## src/hw/rtl/lstrs_pkg.sv

```systemverilog
// lstrs_pkg: shared types and constants of the lazy segment tree rank/select block
// used by lstrs_ctrl, lstrs_dpath and lazy_segment_tree_rank_select; no dependencies
package lstrs_pkg;

   localparam int NUM_POSITIONS_DEF = 1024;
   localparam int FIELD_POS_W       = 11;
   localparam int DATA_W            = 32;

   typedef enum logic [1:0] {
      OP_ADD    = 2'd0,
      OP_PREFIX = 2'd1,
      OP_SELECT = 2'd2,
      OP_NONE   = 2'd3
   } op_type;

   typedef enum logic [4:0] {
      CMD_NOP,
      CMD_CLEAR,
      CMD_LOAD,
      CMD_RD_NODE,
      CMD_PUSH,
      CMD_APP_RD,
      CMD_APP_MUL,
      CMD_APP_WR,
      CMD_DOWN_LEFT,
      CMD_DOWN_RIGHT,
      CMD_POP,
      CMD_RD_LEFT,
      CMD_RD_RIGHT,
      CMD_RECALC,
      CMD_STEP,
      CMD_LEAF
   } cmd_type;

   typedef enum logic [1:0] {
      TGT_LEFT,
      TGT_RIGHT,
      TGT_SELF
   } tgt_type;

   typedef enum logic {
      PH_LEFT,
      PH_RIGHT
   } phase_type;

   typedef struct packed {
      cmd_type   cmd;
      tgt_type   tgt;
      logic      push;
      phase_type phase;
   } dp_ctl_type;

   typedef struct packed {
      logic      clear_done;
      op_type    op;
      logic      add_valid;
      logic      prefix_valid;
      logic      is_leaf;
      logic      pend_nz;
      logic      covered;
      logic      want_left;
      logic      want_right;
      logic      key_le_mid;
      logic      stack_empty;
      phase_type phase;
   } dp_stat_type;

endpackage

```

## src/hw/rtl/lstrs_ctrl.sv

```systemverilog
// lstrs_ctrl: sequencer for clearing, push-down, descent, unwinding and result
// depends on lstrs_pkg; commands lstrs_dpath
module lstrs_ctrl (
   input  logic                   clock,
   input  logic                   reset,
   input  logic                   start,
   output logic                   busy,
   output logic                   rsp_valid,
   output lstrs_pkg::dp_ctl_type  ctl,
   input  lstrs_pkg::dp_stat_type stat
);

   typedef enum logic [3:0] {
      ST_CLEAR,
      ST_IDLE,
      ST_DISPATCH,
      ST_RD_NODE,
      ST_PUSH,
      ST_APP_RD,
      ST_APP_MUL,
      ST_APP_WR,
      ST_DECIDE,
      ST_STEP,
      ST_RETURN,
      ST_RESUME,
      ST_RC_R,
      ST_RC_WR,
      ST_DONE
   } state_type;

   state_type          state_ff, state_in;
   lstrs_pkg::tgt_type tgt_ff, tgt_in;
   logic               busy_ff, rsp_valid_ff;

   always_comb begin
      state_in  = state_ff;
      tgt_in    = tgt_ff;
      ctl.cmd   = lstrs_pkg::CMD_NOP;
      ctl.tgt   = tgt_ff;
      ctl.push  = 1'b0;
      ctl.phase = lstrs_pkg::PH_LEFT;
      case (state_ff)
         ST_CLEAR: begin
            ctl.cmd = lstrs_pkg::CMD_CLEAR;
            if (stat.clear_done) begin
               state_in = ST_IDLE;
            end
         end
         ST_IDLE: begin
            if (start) begin
               ctl.cmd  = lstrs_pkg::CMD_LOAD;
               state_in = ST_DISPATCH;
            end
         end
         ST_DISPATCH: begin
            if ((stat.op == lstrs_pkg::OP_ADD && stat.add_valid) ||
                  (stat.op == lstrs_pkg::OP_PREFIX && stat.prefix_valid) ||
                  stat.op == lstrs_pkg::OP_SELECT) begin
               state_in = ST_RD_NODE;
            end else begin
               state_in = ST_DONE;
            end
         end
         ST_RD_NODE: begin
            ctl.cmd  = lstrs_pkg::CMD_RD_NODE;
            state_in = ST_PUSH;
         end
         ST_PUSH: begin
            ctl.cmd = lstrs_pkg::CMD_PUSH;
            if (!stat.is_leaf && stat.pend_nz) begin
               tgt_in   = lstrs_pkg::TGT_LEFT;
               state_in = ST_APP_RD;
            end else begin
               state_in = ST_DECIDE;
            end
         end
         ST_APP_RD: begin
            ctl.cmd  = lstrs_pkg::CMD_APP_RD;
            state_in = ST_APP_MUL;
         end
         ST_APP_MUL: begin
            ctl.cmd  = lstrs_pkg::CMD_APP_MUL;
            state_in = ST_APP_WR;
         end
         ST_APP_WR: begin
            ctl.cmd = lstrs_pkg::CMD_APP_WR;
            case (tgt_ff)
               lstrs_pkg::TGT_LEFT: begin
                  tgt_in   = lstrs_pkg::TGT_RIGHT;
                  state_in = ST_APP_RD;
               end
               lstrs_pkg::TGT_RIGHT: begin
                  state_in = ST_DECIDE;
               end
               default: begin
                  state_in = ST_RETURN;
               end
            endcase
         end
         ST_DECIDE: begin
            if (stat.op == lstrs_pkg::OP_ADD) begin
               if (stat.covered) begin
                  tgt_in   = lstrs_pkg::TGT_SELF;
                  state_in = ST_APP_RD;
               end else if (stat.want_left) begin
                  ctl.cmd   = lstrs_pkg::CMD_DOWN_LEFT;
                  ctl.push  = 1'b1;
                  ctl.phase = lstrs_pkg::PH_LEFT;
                  state_in  = ST_RD_NODE;
               end else begin
                  ctl.cmd   = lstrs_pkg::CMD_DOWN_RIGHT;
                  ctl.push  = 1'b1;
                  ctl.phase = lstrs_pkg::PH_RIGHT;
                  state_in  = ST_RD_NODE;
               end
            end else if (stat.is_leaf) begin
               ctl.cmd  = lstrs_pkg::CMD_LEAF;
               state_in = ST_DONE;
            end else if (stat.op == lstrs_pkg::OP_PREFIX && stat.key_le_mid) begin
               ctl.cmd  = lstrs_pkg::CMD_DOWN_LEFT;
               state_in = ST_RD_NODE;
            end else begin
               ctl.cmd  = lstrs_pkg::CMD_RD_LEFT;
               state_in = ST_STEP;
            end
         end
         ST_STEP: begin
            ctl.cmd  = lstrs_pkg::CMD_STEP;
            state_in = ST_RD_NODE;
         end
         ST_RETURN: begin
            if (stat.stack_empty) begin
               state_in = ST_DONE;
            end else begin
               ctl.cmd  = lstrs_pkg::CMD_POP;
               state_in = ST_RESUME;
            end
         end
         ST_RESUME: begin
            if (stat.phase == lstrs_pkg::PH_LEFT && stat.want_right) begin
               ctl.cmd   = lstrs_pkg::CMD_DOWN_RIGHT;
               ctl.push  = 1'b1;
               ctl.phase = lstrs_pkg::PH_RIGHT;
               state_in  = ST_RD_NODE;
            end else begin
               ctl.cmd  = lstrs_pkg::CMD_RD_LEFT;
               state_in = ST_RC_R;
            end
         end
         ST_RC_R: begin
            ctl.cmd  = lstrs_pkg::CMD_RD_RIGHT;
            state_in = ST_RC_WR;
         end
         ST_RC_WR: begin
            ctl.cmd  = lstrs_pkg::CMD_RECALC;
            state_in = ST_RETURN;
         end
         ST_DONE: begin
            state_in = ST_IDLE;
         end
         default: begin
            state_in = ST_IDLE;
         end
      endcase
   end

   always_ff @(posedge clock) begin
      if (reset) begin
         state_ff     <= ST_CLEAR;
         tgt_ff       <= lstrs_pkg::TGT_LEFT;
         busy_ff      <= 1'b1;
         rsp_valid_ff <= 1'b0;
      end else begin
         state_ff     <= state_in;
         tgt_ff       <= tgt_in;
         busy_ff      <= (state_in != ST_IDLE);
         rsp_valid_ff <= (state_ff == ST_DONE);
      end
   end

   assign busy      = busy_ff;
   assign rsp_valid = rsp_valid_ff;

endmodule

```

## config.mk

```make
export PLATFORM = sky130hd
export DESIGN_NAME = lstrs_ctrl
export DESIGN_NICKNAME = d
export VERILOG_FILES = /design/src/hw/rtl/lstrs_pkg.sv /design/src/hw/rtl/lstrs_ctrl.sv
export SDC_FILE = /design/constraint.sdc
export NUM_CORES = 1
export LEC_CHECK = 0
export ABC_AREA = 1
export BUFFER_PORTS_ARGS = -buffer_cell sky130_fd_sc_hd__buf_2
export CAP_MARGIN = 10
export CORE_MARGIN = 8
export CORE_UTILIZATION = 49
export CTS_CLUSTER_SIZE = 24
export DETAILED_ROUTE_END_ITERATION = 8
export HOLD_SLACK_MARGIN = 0.02
export MAX_ROUTING_LAYER = met4
export PLACE_DENSITY = 0.78
export SYNTH_ARGS = -nofsm -noshare
export SYNTH_HDL_FRONTEND = slang
export SYNTH_SLANG_ARGS = --single-unit
```

## constraint.sdc

```tcl
create_clock -name clock -period 2 [get_ports clock]
set_clock_uncertainty 0.2 [all_clocks]
set_input_delay 0.4 -clock clock [delete_from_list [all_inputs] [get_ports clock]]
set_output_delay 0.4 -clock clock [all_outputs]
set_load 0.03 [all_outputs]
```

After elaboration in Yosys (flattened, before gate mapping) --
Index checks and enable logic that the tools add are counted. Widths: inputs -> output; s select.
Storage, ports and cells: register bits after elaboration 8, bits of input ports 16, word-level logic and storage cells 71
Cells by class: bitwise gates (word level) 1, multiplexer cells 31, equality and inequality tests 22, reductions and logical operators 13
Operators by type and width (number):
- $pmux 5 s13 | 1
- $pmux 4 s14 | 1
- $mux 4 | 10
- $eq 4x4->1 const B | 7
- $mux 2 | 10
- $eq 4x3->1 const B | 4
- $mux 3 | 3
- $eq 4x2->1 const B | 2
- $ne 2x2->1 const B | 4
- $pmux 4 s2 | 1
- $pmux 2 s3 | 1
- $logic_and 1x1->1 | 5
- $mux 5 | 1
- $reduce_and 5->1 | 1
- $eq 2x1->1 const B | 2
- $eq 4x1->1 const B | 1
- $logic_not 2->1 | 2
- $logic_not 4->1 | 1
- $ne 4x1->1 const B | 1
- $pmux 2 s2 | 1
- $reduce_bool 3->1 | 1
- $eq 2x2->1 const B | 1
- $logic_or 1x1->1 | 2
- $mux 1 | 2
- 2 further kinds | 2

Longest topological paths before layout --
depth in word-level cells 7, gate-level depth with buffers 10

Worst setup path after synthesis --
No wires, ideal clock.
path type reg2out, from reg state_ff[1], to out ctl[0] (netlist bit), arrival 1.471 ns, required time 1.400 ns, cell stages (with the launch flop) 4, path slack -0.071 ns, buffers on the path 0, path through dfxtp_1 nor2_1 nand2_2 o31ai_1
RTL lines:
- from (decl) | RTL line lstrs_ctrl.sv:31 | state_type state_ff, state_in;
- from (signal assigned) | RTL line lstrs_ctrl.sv:174 | state_ff <= state_in;
- to (decl) | RTL line lstrs_ctrl.sv:9 | output lstrs_pkg::dp_ctl_type ctl,

==> results by group <==
Status
  • Outcome: finished, violations left
  • Failing checks: setup timing

Synthesis
  • Synth top area share: 27.2%
  • Syn_nets: 172
  • Top FF cell, synth: dfxtp_1
  • Largest cells by area after synthesis: nand2_1 (27%), dfxtp_1 (20%), nor2_1 (14%)
  • Register bit count reported by yosys: 8
  • Synth cell types: 20
  • Synth Warn #: 0
  • FFs w/ async S/R, synth: 0%
  • Mapped cell area: 800 sq um
  • Post-synth top area cell: nand2_1
  • Register area share after synthesis: 20.0%
  • Syn_area_per_cell: 5.13 sq um
  • Mapped Cells: 156
  • Post-synth EDFFs: 0

CTS
  • CTS tree: yes
  • Clk_lat worst skew: between 0.2 and 0.3 ns
  • Num CTS Buffers: 3
  • Sinks on Clock Net: 8
  • H-tree levels: 1
  • CTS Buffer Depth: 2
  • Cts hold-fix bufs: 0
  • Clock tree root driver cell: clkbuf_4
  • Reg clk slew, reported paths: 0.05 ns

Drt
  • DRC Markers: 0
  • DR vias/cell: 5.67
  • Wirelength per Cell: between 10 and 15 microns
  • Drt pass-1 iters: 4
  • Vias: 1,219
  • Initial DRC count: 63
  • Final wirelength: 3130 microns
  • Antenna Nets Post-Route: 0

Floorplan
  • # rows: 14
  • Initial Util: between 50% and 60%
  • Die Ht: 56.4 microns
  • Die width: ~56 microns
  • Core area: 1520 sq um
  • I/O pin count: 27
  • Full die area: between 3000 and 4000 sq um

Power
  • Lkg Pwr: slightly below 0.7 nW
  • Clock share of power: 8.1%
  • Total power draw: roughly 0.0015 W
  • Pint: between 0.0006 and 0.0007 W
  • P_sw: 0.000782 W
  • Maximum vdd ir drop: 0.826 mV
  • Logic pwr share: 71.1%
  • Sw frac: 53.0%
  • Power share of the sequential group: 20.8%
  • Pwr/cell area: about 1200 nW/um^2

Layout
  • Area growth from synthesis to layout: 52.6%
  • # nets final: 217
  • Diode count: 0
  • Proportion of layout cells with a drive suffix above 1: 38.7%

Placement
  • Dpl hpwl: 2190 microns
  • Port Buffers: 25
  • Placer congestion estimate: 1.08

Timing
  • RSZ-0062 raised after global routing: yes
  • Worst Setup Slack, final: -0.0482 ns
  • Pins over their slew limit: 0
  • Final Hold Fails: 0
  • Final clock period utilization by the worst path: 102%
  • Fmax: 488 MHz
  • Setup tns final: -0.0994 ns
  • Setup violations, final: 3
  • Min Tclk post-route: 2.05 ns

Global routing
  • Largest net degree at the start of global routing: 8
  • Initial antenna violation count: 0
  • Total gr overflow: 0
  • First-pass GRT wire length: 4550 microns
  • Vias in the first global route: 1,052
  • Tot GR Track Use: 17.5%

Setup path
  • Crit path DAT: 1.45 ns
  • CP endpoint kind: output pin
  • Setup slack, reg-to-reg: 0.27 ns
  • Critical path class: flop to output pin
  • Max FO, Critical Path: 6
  • Worst-case reg-to-reg path depth: 12
  • Slowest cell on crit path: dfxtp_4
  • Crit-path cells: inv_4 > nand2_2 > nor2_4 > o21ai_1 > o2111ai_1 > buf_4
  • Startpoint Class: flop
  • Critical path required time: 1.40 ns
  • Reg-to-Reg Start: state_ff[3]
  • Slowest stage delay, CP: about 0.38 ns
  • R2R Path End: busy

Job
  • Max-Cap Viols: 0

Worst hold path
  • Hold path start: reset
  • Min-Delay Path Class: input port to flop
  • Hold Path Cell Cnt: 2
  • Hold EP: state_ff[2]
logic make-up after synthesis:
logic type / Yosys count / share of synthesized area (%)
AOI/OAI and AO/OA: 9 / 7.20
buffers and inverters: 20 / 9.86
DFF: 8 / 20.0
other: 1 / 0.469
and+or+nand+nor: 118 / 62.4
worst max-delay path by stage:
stage	start	endpoint	slack, ns
after floorplan	state_ff[1]	ctl[6]	0.12
after global placement	state_ff[3]	ctl[4]	0.05
after detailed placement	state_ff[3]	ctl[4]	0.002
after CTS	state_ff[0]	ctl[4]	-0.02
after global routing	state_ff[1]	ctl[7]	-0.1
final	state_ff[1]	ctl[7]	-0.05
power by group through the flow:
stage	Combinational (W)	Sequential [W]	Clock [W]
6_report	0.00105	0.000306	0.000120
5_1_grt	0.00113	0.000314	0.000130
4_1_cts	0.000940	0.000262	0.000128
3_5_place_dp	0.000813	0.000252	0
3_3_place_gp	0.000811	0.000249	0
2_1_floorplan	0.000539	0.000257	0
synthesized netlist by cell type, types with 2 or more instances:
cell type  count
a21oi_1        3
dfxtp_1        8
inv_1         14
inv_2          5
nand2_1       58
nand2_2        2
nand3_1       18
nand4_1        3
nor2_1        30
nor2_2         3
nor3_1         2
o2111ai_1      2
worst max-delay path: cells and delay by family, from the launching register on:
| kind | cells | cell delay, ns |
|---|---|---|
| simple gates | 2 | 0.26 |
| compound gates | 2 | 0.26 |
| buf+inv | 2 | 0.30 |
| flops | 1 | 0.38 |
layout make-up:
class,instances,area [sq um]
multi-input cells,128,653
fillers,106,304
repair buffers,41,268
flip-flops and latches,8,175
inverters,19,81.3
clock buffers,3,22.5
well taps,16,20.0
per-layer routing:
| layer | vias to the layer above | global-route usage (%) | share of wire [%] |
|---|---|---|---|
| met5 | - | - | 0 |
| met4 | 0 | 10.3 | 2.9 |
| met3 | 12 | 4.04 | 11 |
| met2 | 90 | 27.6 | 47 |
| met1 | 534 | 19.7 | 39 |
| li1 | 583 | - | - |
what timing repair did:
action,CTS,global route
resized for setup,23,23
pin swaps,2,8
endpoints found under the setup margin,6,6
buffers inserted,2,7
registers in the layout, summed over array words and instances, names as in the netlist:
register / count
busy: 1
tgt_ff: 2
state_ff: 4
rsp_valid: 1
stage by stage:
| stage | cell area, sq um | hold WS [ns] | utilization [%] | cells | setup slack, ns |
|---|---|---|---|---|---|
| after detailed placement | 995 | 0.272 | 65.3 | 203 | 0.00233 |
| final | 1220 | 0.189 | 80.0 | 215 | -0.0482 |
| after global routing | 1220 | 0.206 | 80.0 | 215 | -0.0965 |
| after CTS | 1100 | 0.187 | 72.0 | 208 | -0.0158 |
| after floorplan | 805 | 0.269 | - | 156 | 0.125 |
| after global placement | 995 | 0.266 | 65.3 | 203 | 0.0497 |
cell usage in the layout, fill, tap and decap left out:
master and count:
buf_4 20, nand3_1 17, o21ai_1 2, inv_2 3
buf_2 19, conb_1 1, nor2_2 4, nand3_2 1
a211oi_2 1, nor2_1 24, buf_6 2, nand2_2 5
nor2_4 6, inv_1 12, a21oi_1 3, nand2_4 4
dfxtp_1 4, clkbuf_4 3, o31ai_2 1, nand3b_1 1
inv_4 4, nand2_1 51, dfxtp_4 4, nand4_1 3
o2111ai_1 2, nor3_1 2
No activity file was read; power rests on OpenSTA's default activity.
